## src/hdl/diamond_square_heightmap_top_assert.svh

```systemverilog
// assertion macros shared by the block's checking code
`ifndef DIAMOND_SQUARE_HEIGHTMAP_TOP_ASSERT_SVH
`define DIAMOND_SQUARE_HEIGHTMAP_TOP_ASSERT_SVH

// same-cycle implication
`define DSH_ASSERT_IMPL(lbl, ante, cons, msg) \
  lbl: assert property (@(posedge clk) disable iff (rst) (ante) |-> (cons)) else $error(msg);

// next-cycle implication
`define DSH_ASSERT_NEXT(lbl, ante, cons, msg) \
  lbl: assert property (@(posedge clk) disable iff (rst) (ante) |=> (cons)) else $error(msg);

`endif

```

## src/hdl/dsh_pkg.sv

```systemverilog
package dsh_pkg;

  localparam logic [2:0] MAX_SIZE_EXP = 3'd6;
  localparam int STORE_DEPTH = 4225;
  localparam int AW = 13;
  localparam int CW = 7;
  localparam int HW = 16;

  // floor(u/3) = (u * DIV3_MUL) >> 20 for u < 2^19
  localparam logic [18:0] DIV3_MUL = 19'd349526;
  localparam logic [18:0] DIV3_BIAS = 19'd98304;

  localparam logic [1:0] REG_SIZE_EXP = 2'd0;
  localparam logic [1:0] REG_WRAP = 2'd1;
  localparam logic [1:0] REG_FEAT_LOG = 2'd2;

  typedef enum logic [3:0] {
    PH_CORNER  = 4'b0001,
    PH_DIAMOND = 4'b0010,
    PH_SQ_ROWS = 4'b0100,
    PH_SQ_COLS = 4'b1000
  } phase_t;

  typedef struct packed {
    logic                   start;
    logic                   corner;
    logic                   done;
    logic                   cnt3;
    logic [CW-1:0]          x;
    logic [CW-1:0]          y;
    logic [AW-1:0]          addr;
    logic [3:0][AW-1:0]     nb_addr;
    logic [3:0]             nb_valid;
    logic [2:0]             shift;
    logic signed [HW-1:0]   noise;
  } job_t;

  typedef struct packed {
    logic busy;
    logic clearing;
    logic loading;
  } back_status_t;

endpackage

```

## src/hdl/dsh_queue.sv

```systemverilog
module dsh_queue (
  input  logic           clk,
  input  logic           rst,
  input  logic           push,
  input  dsh_pkg::job_t  push_job,
  output logic           full,
  input  logic           pop,
  output dsh_pkg::job_t  pop_job,
  output logic           empty
);
  import dsh_pkg::*;

  job_t       slot [2];
  logic       wr_ptr;
  logic       rd_ptr;
  logic [1:0] count;

  assign full    = (count == 2'd2);
  assign empty   = (count == 2'd0);
  assign pop_job = slot[rd_ptr];

  always_ff @(posedge clk) begin
    if (push && !full) begin
      slot[wr_ptr] <= push_job;
    end
  end

  always_ff @(posedge clk) begin
    if (rst) begin
      wr_ptr <= 1'b0;
      rd_ptr <= 1'b0;
      count  <= 2'd0;
    end else begin
      if (push && !full) begin
        wr_ptr <= !wr_ptr;
      end
      if (pop && !empty) begin
        rd_ptr <= !rd_ptr;
      end
      count <= count + 2'((push && !full) ? 1 : 0) - 2'((pop && !empty) ? 1 : 0);
    end
  end

endmodule

```

## config.mk

```make
export PLATFORM = sky130hd
export DESIGN_NAME = dsh_queue
export DESIGN_NICKNAME = d
export VERILOG_FILES = /design/src/hdl/diamond_square_heightmap_top_assert.svh /design/src/hdl/dsh_pkg.sv /design/src/hdl/dsh_queue.sv
export SDC_FILE = /design/constraint.sdc
export NUM_CORES = 1
export LEC_CHECK = 0
export BUFFER_PORTS_ARGS = -buffer_cell sky130_fd_sc_hd__buf_2
export CAP_MARGIN = 30
export CORE_AREA = 2 2 150 189
export CTS_BUF_LIST = sky130_fd_sc_hd__clkbuf_16
export DETAILED_ROUTE_END_ITERATION = 16
export DIE_AREA = 0 0 152 191
export SLEW_MARGIN = 20
export SYNTH_ARGS = -nofsm -noshare
export SYNTH_HDL_FRONTEND = slang
export SYNTH_SLANG_ARGS = --single-unit
export TNS_END_PERCENT = 5
```

## constraint.sdc

```tcl
create_clock -name clk -period 5.5 [get_ports clk]
set_clock_uncertainty 0.2 [all_clocks]
set_input_delay 1.1 -clock clk [delete_from_list [all_inputs] [get_ports clk]]
set_output_delay 1.1 -clock clk [all_outputs]
set_load 0.03 [all_outputs]
```

==> flow_summary.json <==
{
  "status": "finished, final reports clean",
  "grt_pass1_wl_mm": 22.86,
  "syn_to_final_growth_pct": 26.55,
  "worstRegToRegCells": 5,
  "port-buffer-count": 217,
  "cts_resized": 0,
  "maxSlewHeadroom_pct": 43.89,
  "hold_buffers": 0,
  "setup-tns-final_ns": 0,
  "startpoint_type": "flop",
  "p_seq_share_pct": 42.8,
  "synth-seq-cells": 217,
  "maxCapViolations": 0,
  "n_antenna_cell": 0,
  "core_area_sq_um": 27310,
  "synth_compound_area_share_pct": 0.2179,
  "fmax_mhz": 273.8,
  "clk_pin_slew_ns": 0.06,
  "avgRoutedWirePerCell_microns": 16.17,
  "h-tree-depth": 1,
  "pwr-share-clk_pct": 25.8,
  "p_per_area_nw_per_um2": 509.7,
  "end_kind": "output port",
  "finalNetCount": 700,
  "num_io_pins": 218,
  "slew_violations": 0,
  "final_antenna_net_count": 0,
  "power.internal_w": 0.003496,
  "grt_max_degree": 59,
  "yosysSeqAreaShare_pct": 80.42,
  "die_w_microns": 152,
  "synth-simple-area-share_pct": 0.7158,
  "clock_sinks": 217,
  "arrival_ns": 2.35,
  "swShare_pct": 32.60,
  "leakage_nw": 3.850,
  "holdWs_ns": 0.2907,
  "synth_fa_ha_area_share_pct": 0.3112,
  "ys_types": 22,
  "dp_hpwl_mm": 10.11,
  "synth_top_family_by_area": "multiplexers",
  "grt_pass1_vias": 4176,
  "die_area_sq_um": 29030,
  "holdCritPathClass": "reg2reg",
  "drtIter0Drc": 163,
  "p_sw_w": 0.001691,
  "num_vias": 3987,
  "fin_ws_ns": 1.847,
  "grt_use_total_pct": 10.01,
  "pwr-share-comb_pct": 31.4,
  "cts_tree": "yes",
  "die_h_microns": 191,
  "first_pass_iters": 4,
  "num_rows": 68,
  "tightest_slew_ns": 0.8417,
  "worstPathMaxFanout": 58,
  "initial_core_util_pct": 29.44,
  "synthMuxAreaShare_pct": 16.71,
  "ys_warn_count": 0,
  "syn_avg_cell_area_sq_um": 22.52,
  "critical_path_class": "reg2out",
  "cp.required_ns": 4.20,
  "insertion_delay_ns": 0.48,
  "antenna_found_initial": 2,
  "gp_congestion": 0.7084,
  "hold_violations": 0,
  "fillers": 2588,
  "wl_mm": 15.37,
  "place_ws_ns": 2.255,
  "vias_per_cell": 4.192,
  "hold_path_depth": 2,
  "rsz0062_at_grt": "false",
  "drc": 0,
  "syn_inst": 357,
  "finalCritPeriodShare_pct": 66.41,
  "vdd_drop_max_v": 0.0003970,
  "fin_crit_ns": 3.653,
  "drive_gt1_share_pct": 59.23,
  "synth_nets": 469,
  "gr-total-overflow": 0,
  "post-cts-setup-buffers": 0,
  "cts_max_path_buffers": 3,
  "synthXorXnorAreaFrac_pct": 0.2179,
  "setup_viol": 0,
  "syn-cell-area_sq_um": 8040,
  "cts_made_buffers": 21,
  "cts_root_buf": "clkbuf_16"
}
cells in the mapped netlist:
cell type	instances	area [sq um]
edfxtp_1	212	6366
mux2_2	66	743.2
mux2_4	40	600.6
buf_2	6	30.03
buf_6	6	67.56
dfxtp_1	5	100.1
nor2_1	4	15.01
inv_1	3	11.26
ha_1	2	25.02
a21oi_1	1	5.000
and2_1	1	6.260
and3_1	1	6.260
inv_2	1	3.750
nand2_1	1	3.750
nand2b_2	1	8.760
nor2b_1	1	6.260
nor3_1	1	5.000
o21a_1	1	7.510
o21ai_0	1	5.000
or3_1	1	6.260
xnor2_1	1	8.760
xor2_1	1	8.760
metrics by stage:
stage	util, %	cell area, sq um	total power [W]	std cells
3_5_place_dp	34.92	9538	0.003924	915
4_1_cts	37.25	10170	0.005288	951
2_1_floorplan	-	8040	0.003496	357
5_1_grt	37.25	10170	0.005434	951
6_report	37.25	10170	0.005187	951
3_3_place_gp	34.92	9538	0.003910	915
logic make-up (layout without fill, tap and decap cells):
kind of cell | after synthesis | count (layout)
mux | 106 | 106
xor+xnor | 2 | 2
fa+ha+maj | 2 | 2
flops | 217 | 217
buf+inv | 16 | 260
compound gates | 3 | 3
simple gates | 11 | 11
layer usage:
layer	wire length, microns	share of wire (%)	vias up	track usage, %
met5	23	0.15	-	0
met3	1349	8.8	24	3.899
met1	5970	39	1951	11.51
met4	219	1.4	4	2.516
met2	7811	51	137	17.53
li1	-	-	1871	-
cells in the final DEF, fill, tap and decap left out, drive strengths merged, types with 2 or more instances in the layout:
cell    netlist  final
nor2          4      4
edfxtp      212    212
clkinv        0      5
mux2        106    106
inv           4     12
buf          12    220
ha            2      2
clkbuf        0     21
dfxtp         5      5
bufinv        0      2
state kept, by name, indices dropped and copies added, names as in the netlist, named ones only:
signal and flops:
count 2, rd_ptr 1, slot 212, wr_ptr 1
area by class of cell:
type	instances	area (sq um)	area share, %
tap	350	437.9	4.304
inverter	4	17.52	0.1722
clock buffer	21	525.5	5.165
timing repair buffer	220	1146	11.26
sequential	217	6470	63.59
clock inverter	15	111.4	1.094
multi-input combinational	124	1466	14.41
final timing paths:
kind | startpoint | end | slack, ns
worst min register to register | wr_ptr | wr_ptr | 0.29
worst max register to register | count[0] | slot[0][52] | 2.98
worst max-delay path | flop | pop_job[3] | 1.85
worst min-delay path | wr_ptr | wr_ptr | 0.29
worst max-delay path, stage by stage, from the launching register on:
cell and delay [ns]:
dfxtp_4 0.80, buf_12 0.40, mux2_2 0.40, buf_2 0.18
power groups by stage:
stage                     logic (W)  registers, W  clock network, W
after CTS                   0.00167       0.00223           0.00139
after global placement      0.00166       0.00225                 0
after global routing        0.00173       0.00225           0.00146
after floorplan             0.00129       0.00220                 0
after detailed placement    0.00166       0.00226                 0
final                       0.00163       0.00222           0.00134
(Power assumes the default switching activity.)
