[src/hdl/diamond_square_heightmap_top_assert.svh]
// assertion macros shared by the block's checking code
`ifndef DIAMOND_SQUARE_HEIGHTMAP_TOP_ASSERT_SVH
`define DIAMOND_SQUARE_HEIGHTMAP_TOP_ASSERT_SVH

// same-cycle implication
`define DSH_ASSERT_IMPL(lbl, ante, cons, msg) \
  lbl: assert property (@(posedge clk) disable iff (rst) (ante) |-> (cons)) else $error(msg);

// next-cycle implication
`define DSH_ASSERT_NEXT(lbl, ante, cons, msg) \
  lbl: assert property (@(posedge clk) disable iff (rst) (ante) |=> (cons)) else $error(msg);

`endif

[src/hdl/dsh_pkg.sv]
package dsh_pkg;

  localparam logic [2:0] MAX_SIZE_EXP = 3'd6;
  localparam int STORE_DEPTH = 4225;
  localparam int AW = 13;
  localparam int CW = 7;
  localparam int HW = 16;

  // floor(u/3) = (u * DIV3_MUL) >> 20 for u < 2^19
  localparam logic [18:0] DIV3_MUL = 19'd349526;
  localparam logic [18:0] DIV3_BIAS = 19'd98304;

  localparam logic [1:0] REG_SIZE_EXP = 2'd0;
  localparam logic [1:0] REG_WRAP = 2'd1;
  localparam logic [1:0] REG_FEAT_LOG = 2'd2;

  typedef enum logic [3:0] {
    PH_CORNER  = 4'b0001,
    PH_DIAMOND = 4'b0010,
    PH_SQ_ROWS = 4'b0100,
    PH_SQ_COLS = 4'b1000
  } phase_t;

  typedef struct packed {
    logic                   start;
    logic                   corner;
    logic                   done;
    logic                   cnt3;
    logic [CW-1:0]          x;
    logic [CW-1:0]          y;
    logic [AW-1:0]          addr;
    logic [3:0][AW-1:0]     nb_addr;
    logic [3:0]             nb_valid;
    logic [2:0]             shift;
    logic signed [HW-1:0]   noise;
  } job_t;

  typedef struct packed {
    logic busy;
    logic clearing;
    logic loading;
  } back_status_t;

endpackage

[src/hdl/dsh_front.sv]
module dsh_front (
  input  logic                 clk,
  input  logic                 rst,
  input  logic [2:0]           size_exponent,
  input  logic                 wrap_mode,
  input  logic [2:0]           feature_ratio_log,
  input  logic                 in_valid,
  output logic                 in_stall,
  input  logic signed [15:0]   noise,
  input  logic                 full,
  output logic                 push,
  output dsh_pkg::job_t        job
);
  import dsh_pkg::*;

  logic         map_active;
  logic         act_wrap;
  logic [2:0]   act_e;
  logic [6:0]   act_side;
  logic [6:0]   level_step;
  logic [2:0]   level_index;
  phase_t       phase;
  logic [6:0]   cursor_x;
  logic [6:0]   cursor_y;

  logic [2:0]   s_e;
  logic [6:0]   s_side;
  logic [6:0]   s_step;
  logic         c_wrap;
  logic [2:0]   c_e;
  logic [6:0]   c_side;
  logic [6:0]   c_step;
  logic [2:0]   c_li;
  phase_t       c_phase;
  logic [6:0]   c_cx;
  logic [6:0]   c_cy;
  logic [6:0]   hs;
  logic [6:0]   px;
  logic [6:0]   py;
  logic [3:0][8:0] dx;
  logic [3:0][8:0] dy;
  logic [3:0]   nbv;
  logic [3:0][AW-1:0] nba;

  logic         done;
  phase_t       n_phase;
  logic [6:0]   n_cx;
  logic [6:0]   n_cy;
  logic [6:0]   n_step;
  logic [2:0]   n_li;

  function automatic logic [AW-1:0] grid_addr(input logic [6:0] gx, input logic [6:0] gy,
                                              input logic [2:0] e, input logic w);
    grid_addr = (AW'(gy) << e) + (w ? AW'(0) : AW'(gy)) + AW'(gx);
  endfunction

  // settings latched at map start
  always_comb begin
    if (size_exponent == 3'd0) begin
      s_e = 3'd1;
    end else if (size_exponent > MAX_SIZE_EXP) begin
      s_e = MAX_SIZE_EXP;
    end else begin
      s_e = size_exponent;
    end
    if (wrap_mode) begin
      s_side = 7'd1 << s_e;
      s_step = (feature_ratio_log > s_e) ? 7'd0 : ((7'd1 << s_e) >> feature_ratio_log);
    end else begin
      s_side = (7'd1 << s_e) + 7'd1;
      s_step = 7'd1 << s_e;
    end
    c_wrap  = map_active ? act_wrap : wrap_mode;
    c_e     = map_active ? act_e : s_e;
    c_side  = map_active ? act_side : s_side;
    c_step  = map_active ? level_step : s_step;
    c_li    = map_active ? level_index : 3'd0;
    c_phase = map_active ? phase : PH_CORNER;
    c_cx    = map_active ? cursor_x : 7'd0;
    c_cy    = map_active ? cursor_y : 7'd0;
    hs      = c_step >> 1;
  end

  // point coordinates and neighbour addresses
  always_comb begin
    logic [8:0] hp;
    logic [8:0] hn;
    logic [8:0] nx;
    logic [8:0] ny;
    logic [6:0] m;
    hp = {2'b00, hs};
    hn = ~hp + 9'd1;
    m  = c_side - 7'd1;
    if (c_phase == PH_CORNER) begin
      if (c_wrap) begin
        px = (c_cx[0] ? c_step : 7'd0) & m;
        py = (c_cx[1] ? c_step : 7'd0) & m;
      end else begin
        px = c_cx[1] ? m : 7'd0;
        py = c_cx[0] ? m : 7'd0;
      end
    end else begin
      px = c_cx;
      py = c_cy;
    end
    if (c_phase == PH_DIAMOND) begin
      dx = {hp, hn, hp, hn};
      dy = {hp, hp, hn, hn};
    end else begin
      dx = {9'd0, 9'd0, hp, hn};
      dy = {hp, hn, 9'd0, 9'd0};
    end
    for (int i = 0; i < 4; i++) begin
      nx = {2'b00, px} + dx[i];
      ny = {2'b00, py} + dy[i];
      if (c_wrap) begin
        nbv[i] = 1'b1;
        nba[i] = grid_addr(nx[6:0] & m, ny[6:0] & m, c_e, 1'b1);
      end else begin
        nbv[i] = !nx[8] && (nx[7:0] < {1'b0, c_side}) && !ny[8] && (ny[7:0] < {1'b0, c_side});
        nba[i] = grid_addr(nx[6:0], ny[6:0], c_e, 1'b0);
      end
    end
  end

  // visiting order
  always_comb begin
    logic [7:0] ncx;
    logic [7:0] ncy;
    logic [6:0] nst;
    done    = 1'b0;
    n_phase = c_phase;
    n_cx    = c_cx;
    n_cy    = c_cy;
    n_step  = c_step;
    n_li    = c_li;
    ncx     = {1'b0, c_cx} + {1'b0, c_step};
    ncy     = {1'b0, c_cy} + {1'b0, c_step};
    nst     = c_step >> 1;
    case (c_phase)
      PH_CORNER: begin
        if (c_cx[1:0] != 2'd3) begin
          n_cx = c_cx + 7'd1;
        end else if (c_step <= 7'd1) begin
          done = 1'b1;
        end else begin
          n_phase = PH_DIAMOND;
          n_cx = hs;
          n_cy = hs;
        end
      end
      default: begin
        if (ncx < {1'b0, c_side}) begin
          n_cx = ncx[6:0];
        end else begin
          n_cx = (c_phase == PH_SQ_COLS) ? 7'd0 : hs;
          if (ncy < {1'b0, c_side}) begin
            n_cy = ncy[6:0];
          end else if (c_phase == PH_SQ_COLS) begin
            n_step = nst;
            n_li = c_li + 3'd1;
            if (nst <= 7'd1) begin
              done = 1'b1;
            end else begin
              n_phase = PH_DIAMOND;
              n_cx = nst >> 1;
              n_cy = nst >> 1;
            end
          end else if (c_phase == PH_DIAMOND) begin
            n_phase = PH_SQ_ROWS;
            n_cx = hs;
            n_cy = 7'd0;
          end else begin
            n_phase = PH_SQ_COLS;
            n_cx = 7'd0;
            n_cy = hs;
          end
        end
      end
    endcase
  end

  assign in_stall = full;
  assign push = in_valid && !full;

  always_comb begin
    job.start    = !map_active;
    job.corner   = (c_phase == PH_CORNER);
    job.done     = done;
    job.cnt3     = (nbv != 4'hF);
    job.x        = px;
    job.y        = py;
    job.addr     = grid_addr(px, py, c_e, c_wrap);
    job.nb_addr  = nba;
    job.nb_valid = (c_phase == PH_CORNER) ? 4'h0 : nbv;
    job.shift    = c_li;
    job.noise    = noise;
  end

  always_ff @(posedge clk) begin
    if (rst) begin
      map_active  <= 1'b0;
      act_wrap    <= 1'b0;
      act_e       <= MAX_SIZE_EXP;
      act_side    <= (7'd1 << MAX_SIZE_EXP) + 7'd1;
      level_step  <= 7'd1 << MAX_SIZE_EXP;
      level_index <= 3'd0;
      phase       <= PH_CORNER;
      cursor_x    <= 7'd0;
      cursor_y    <= 7'd0;
    end else if (push) begin
      map_active  <= !done;
      act_wrap    <= c_wrap;
      act_e       <= c_e;
      act_side    <= c_side;
      level_step  <= n_step;
      level_index <= n_li;
      phase       <= n_phase;
      cursor_x    <= n_cx;
      cursor_y    <= n_cy;
    end
  end

endmodule

[config.mk]
export PLATFORM = sky130hd
export DESIGN_NAME = dsh_front
export DESIGN_NICKNAME = d
export VERILOG_FILES = /design/src/hdl/diamond_square_heightmap_top_assert.svh /design/src/hdl/dsh_pkg.sv /design/src/hdl/dsh_front.sv
export SDC_FILE = /design/constraint.sdc
export NUM_CORES = 1
export LEC_CHECK = 0
export BUFFER_PORTS_ARGS = -buffer_cell sky130_fd_sc_hd__buf_2
export CORE_UTILIZATION = 40
export DETAILED_ROUTE_END_ITERATION = 16
export HOLD_SLACK_MARGIN = 0.08
export PLACE_DENSITY = 0.63
export SLEW_MARGIN = 40
export SYNTH_ARGS = -nofsm -noshare
export SYNTH_HDL_FRONTEND = slang
export SYNTH_SLANG_ARGS = --single-unit
export TNS_END_PERCENT = 20
[constraint.sdc]
create_clock -name clk -period 11.42 [get_ports clk]
set_input_delay 2.284 -clock clk [delete_from_list [all_inputs] [get_ports clk]]
set_output_delay 2.284 -clock clk [all_outputs]
set_load 0.05 [all_outputs]
==> results of run 1 <==
## state kept, by name (all words and copies together), names as in the netlist
name / count
cursor_y: 7
phase: 4
map_active: 1
act_side: 7
act_e: 3
act_wrap: 1
cursor_x: 7
level_step: 7
level_index: 3
## where the power goes
| group | total (mW) | switching [mW] | leakage [nW] | internal [mW] |
|---|---|---|---|---|
| Clock | 0.168 | 0.0647 | 0.0798 | 0.103 |
| Sequential | 0.151 | 0.00628 | 0.326 | 0.144 |
| Combinational | 0.953 | 0.632 | 7.41 | 0.321 |
## cells in the mapped netlist (10+ instances only)
library cell / count
buf_2: 10
buf_4: 21
o31ai_1: 15
o211ai_1: 20
o22ai_1: 16
o21a_1: 10
a21o_1: 54
nor2_1: 205
a31oi_1: 20
nand3_1: 39
nor3_1: 37
inv_1: 177
nand4_1: 11
dfxtp_1: 40
a211oi_1: 11
nand2b_1: 21
o21ai_1: 16
xnor2_1: 102
clkbuf_1: 79
fa_1: 49
mux2i_1: 30
nor2b_1: 27
a22oi_1: 11
xor2_1: 38
o21bai_1: 46
ha_1: 175
nand2_1: 174
nor4_1: 15
o21ai_0: 95
and2_1: 35
a21oi_1: 210
## layer usage
metal	vias up	track usage [%]	share of wire (%)
li1	7222	-	-
met1	7038	41.8	45
met2	621	48.9	44
met3	116	3.68	7.5
met4	0	10.9	3.8
met5	-	0	0
## repair_timing
item	4_1_cts	5_1_grt
resized for setup	4	53
buffers inserted	0	5
pin swaps	0	9
endpoints found under the setup margin	5	28
## stage by stage
step / setup TNS [ps] / util [%] / std cells
final: 0 / 47.6 / 2561
after floorplan: -512 / - / 1979
after global placement: -101 / 46.1 / 2546
after global routing: -51.6 / 47.6 / 2561
after detailed placement: -186 / 46.2 / 2546
after CTS: 0 / 46.7 / 2554
## placed cells by master, fill, tap and decap left out, types with 48 or more instances in the layout
cell	n
nor2_1	203
xnor2_1	94
fa_1	48
a21o_1	52
ha_1	174
nand2_1	173
inv_1	175
a21oi_1	190
buf_2	92
buf_4	142
o21ai_0	88
## worst max-delay path: cells and delay by family
| kind | cells | cell delay [ps] |
|---|---|---|
| AO/OA/AOI/OAI | 16 | 2910 |
| adder cells (fa/ha/maj) | 5 | 1580 |
| buffers and inverters | 9 | 830 |
| multiplexers | 2 | 560 |
| AND/OR/NAND/NOR | 4 | 390 |
| XOR/XNOR | 1 | 200 |
## worst paths after layout
kind / start / endpoint / cells past startpoint
worst min-delay path: cursor_x[4]$_SDFFE_PP0P_ / cursor_x[4]$_SDFFE_PP0P_ / 2
worst max register to register: map_active$_SDFFE_PP0P_ / cursor_x[4]$_SDFFE_PP0P_ / 21
worst max-delay path: size_exponent[2] / job[72] / 37
worst min register to register: cursor_x[4]$_SDFFE_PP0P_ / cursor_x[4]$_SDFFE_PP0P_ / 2
## cell type report
type | count | area, sq um | share of cell area, %
repair buffers | 246 | 1670 | 10.4
multi-input cells | 1637 | 12100 | 75.7
inverters | 182 | 686 | 4.28
clock buffers | 5 | 125 | 0.781
clock inverters | 3 | 42.5 | 0.266
well taps | 448 | 561 | 3.50
flip-flops and latches | 40 | 802 | 5.01
## kinds of logic after synthesis
family                     after synthesis  share of synthesized area (%)
xor gates and xnor gates               140                           8.95
and+or+nand+nor                        621                           21.2
adders and majority gates              227                           23.4
muxes                                   38                           2.85
AOI/OAI and AO/OA                      610                           28.8
other                                    1                         0.0274
buffers and inverters                  302                           8.99
DFF                                     40                           5.84
==> results.yml, run 1 <==
worst_setup_path:
  critPathKind: "primary input to primary output"
  critPathCaptureType: "primary output"
  path_common_cell: "inv_1"
  reg2reg_slack_ps: 5750
  start_kind: "primary input"
  cp_slowest_cell: "fa_1"
  cpPeakStageDelay_ps: 470
  cp_max_fo: 5
  cp.arrival_ps: 8780
  required_ps: 9140
logic_synthesis:
  synth_fp_nets: 2230
  async_flop_share_pct: 0
  ys_seq_area_share_pct: 5.84
  ys_warn_count: 0
  syn_area_per_cell_sq_um: 6.93
  synth.top_cells.by_area: "ha_1 (16%), a21oi_1 (7.7%), fa_1 (7.2%)"
  yosys.area.top_type: "ha_1"
  synth_top_area_share_pct: 16.0
  ys_types: 92
  synthFlopType: "dfxtp_1"
  synth-seq-cells: 40
  synth_edf_count: 0
  syn-cell-area_sq_mm: 0.0137
  synthCells: 1979
clocking:
  hold_buffers: 0
  numCtsBuffers: 5
  clk_latency_ps: 300
  clockRootBuffer: "clkbuf_16"
  htree_levels: 2
  clock-sinks: 40
  cts_tree: "done"
  clockBufferDepth: 2
  cts.clk_slew.worst_paths_ps: 70
place:
  dp.final_hpwl_microns: 43400
  place.gp.congestion: 0.985
  place_ws_ps: -134
  io_buffers: 102
  dpl_cell_area_sq_mm: 0.0155
power_and_ir_drop:
  power.total_mw: 1.27
  cellPowerDensity_mw_per_mm2: 79.4
  p_leak_nw: 7.82
  vdd_drop_max_mv: 0.0755
sta:
  finalWorstPathRequiredPeriod_ps: 11070
  clock-skew-final_ps: 9.20
  hold_ws_ps: 471
  fmax_mhz: 90.4
  setup_ws_ps: 354
  setup_viol: 0
  worstMarginPinSlew_ps: 891
  rsz0062_at_grt: "yes"
  hold_viol_final: 0
  fin_crit_sh_pct: 96.9
  slew_headroom_pct: 40.6
  slew_violations: 0
die:
  io_pins: 135
  die_y_microns: 187
  die_area_sq_mm: 0.0350
  core_area_sq_mm: 0.0336
  die_w_microns: 187
  row_count: 67
  start_util_pct: 40.8
run_status:
  run_status: "finished, final reports clean"
routing:
  first_pass_iters: 5
  wl_per_cell_microns: 21.2
  drt_iter0_markers: 1326
  routed_wl_microns: 54200
  drcViolationCount: 0
  avgViaCountPerCell: 5.86
  vias: 15000
  antenna_left: 0
global_routing:
  grt_pass1_vias: 14500
  grt_use_total_pct: 30.5
  gr-total-overflow: 0
  antenna_found_initial: 0
  grt_max_degree: 73
  grt_first_pass_wirelength_microns: 84100
cells_and_area:
  design_area_sq_mm: 0.0160
  nets: 2363
  fillers: 3442
  drive_above_1_share_pct: 17.0
  antennaDiodeCount: 0
  syn_to_final_growth_pct: 16.8
hold_path:
  min_path_type: "flip-flop to flip-flop"
job:
  cap_violations: 0
Note: power is estimated with default switching activity, not from simulation.
==> inputs of run 2 (changes only) <==
--- a/config.mk
+++ b/config.mk
@@ -6,10 +6,10 @@
 export NUM_CORES = 1
 export LEC_CHECK = 0
 export BUFFER_PORTS_ARGS = -buffer_cell sky130_fd_sc_hd__buf_2
-export CORE_UTILIZATION = 40
+export CORE_UTILIZATION = 57
 export DETAILED_ROUTE_END_ITERATION = 16
 export HOLD_SLACK_MARGIN = 0.08
-export PLACE_DENSITY = 0.63
+export PLACE_DENSITY = 0.83
 export SLEW_MARGIN = 40
 export SYNTH_ARGS = -nofsm -noshare
 export SYNTH_HDL_FRONTEND = slang
==> results.yml, run 2 (same netlist as run 1, synthesis figures left out) <==
die:
  io_pins: 135
  core_area_sq_mm: 0.0235
  die_y_microns: 157
  start_util_pct: 58.2
  die_w_microns: 157
  row_count: 56
  die_area_sq_mm: 0.0247
cells_and_area:
  syn_to_final_growth_pct: 15.0
  nets: 2366
  finish.utilization_pct: 66.9
  layout_commonest_cell: "nor2_1"
  fillers: 2117
  antennaDiodeCount: 0
  layout_common_cells: "nor2_1 (203), a21oi_1 (192), inv_1 (175)"
  drive_above_1_share_pct: 16.6
routing:
  antenna_left: 0
  avgViaCountPerCell: 6.41
  drt_iter0_markers: 1675
  routed_wl_microns: 53600
  vias: 15600
  first_pass_iters: 6
  wl_per_cell_microns: 22.0
  drcViolationCount: 0
hold_path:
  worstHoldEndpoint: "cursor_x[4]$_SDFFE_PP0P_"
  worstHoldStart: "cursor_x[4]$_SDFFE_PP0P_"
  hold_depth: 2
  min_path_type: "flip-flop to flip-flop"
sta:
  finalWorstPathRequiredPeriod_ps: 11150
  hold_ws_ps: 478
  hold_viol_final: 0
  clock-skew-final_ps: 5.14
  worstMarginPinSlew_ps: 855
  final.setup.tns_ps: 0
  setup_viol: 0
  fmax_mhz: 89.7
  rsz0062_at_grt: "yes"
  fin_crit_sh_pct: 97.7
  slew_headroom_pct: 42.9
  slew_violations: 0
clocking:
  clock-sinks: 40
  cts_tree: "done"
  clockRootBuffer: "clkbuf_16"
  htree_levels: 2
  numCtsBuffers: 5
  clockBufferDepth: 2
  clk_latency_ps: 300
  cts.clk_slew.worst_paths_ps: 70
  hold_buffers: 0
worst_setup_path:
  path_common_cell: "inv_1"
  cpPeakStageDelay_ps: 480
  required_ps: 9140
  cp.arrival_ps: 8870
  ff2ff_path_depth: 21
  cp_max_fo: 11
  critPathKind: "primary input to primary output"
  reg2reg_slack_ps: 5670
  worstReg2RegEnd: "cursor_x[0]$_SDFFE_PP0P_"
  critPathCaptureType: "primary output"
  start_kind: "primary input"
  cp_slowest_cell: "fa_1"
  r2r-start: "map_active$_SDFFE_PP0P_"
global_routing:
  gr-total-overflow: 0
  grt_use_total_pct: 43.5
  grt_first_pass_wirelength_microns: 81900
  grt_max_degree: 74
  grt_pass1_vias: 14500
  antenna_found_initial: 0
place:
  dp.final_hpwl_microns: 43000
  place.gp.congestion: 1.03
  io_buffers: 102
power_and_ir_drop:
  p_leak_nw: 7.78
  vdd_drop_max_mv: 0.0868
  cellPowerDensity_mw_per_mm2: 80.4
  power.total_mw: 1.27
run_status:
  run_status: "finished, final reports clean"
job:
  cap_violations: 0
-- run 2: cell types whose count changed in the layout (fill, tap and decap cells not counted), sizes merged --
cell / delta
inv: +1
clkinv: -1
clkbuf: -4
buf: +7
-- run 2: critical path, delay by kind of cell --
family	cells	cell delay (ps)
AOI/OAI and AO/OA	11	2010
xor gates and xnor gates	2	610
adders and majority gates	4	1330
buffers and inverters	7	950
and+or+nand+nor	9	1680
-- run 2: routing by layer --
metal | up-vias | global-route usage [%] | share of wire, %
li1 | 7216 | - | -
met1 | 7290 | 56.9 | 41
met2 | 902 | 68.3 | 43
met3 | 189 | 9.42 | 11
met4 | 0 | 19.6 | 5.0
met5 | - | 0 | 0
-- run 2: worst max path at each step --
stage,slack (ps),startpoint,cells past startpoint,endpoint
floorplan,-110,size_exponent[2],35,job[58]
global placement,250,size_exponent[2],37,job[74]
detailed placement,50,size_exponent[2],37,job[74]
CTS,10,size_exponent[2],37,job[72]
global route,-10,size_exponent[2],38,job[60]
finish,270,size_exponent[2],33,job[34]
-- run 2: area by class of cell --
class	count	area [sq um]	area share [%]
multi-input cells	1637	12000	76.5
repair buffers	249	1650	10.5
flip-flops and latches	40	802	5.09
inverters	182	687	4.36
well taps	319	399	2.53
clock buffers	5	125	0.794
clock inverters	3	46.3	0.294
-- run 2: repair_timing --
item,4_1_cts,5_1_grt
endpoints found under the setup margin,0,26
resized for setup,0,48
buffers inserted,0,6
-- run 2: power by group --
part	switching (mW)	internal [mW]	leakage [nW]	total (mW)
Clock	0.0675	0.104	0.0804	0.172
Sequential	0.00691	0.144	0.326	0.151
Combinational	0.630	0.314	7.37	0.944
-- run 2: metrics by stage --
step | setup WS (ps) | std cells | cell area [sq um]
floorplan | -106 | 1979 | 13900
global placement | 251 | 2421 | 15400
detailed placement | 55.0 | 2421 | 15400
CTS | 14.6 | 2429 | 15600
global route | -10.9 | 2435 | 15800
finish | 266 | 2435 | 15800
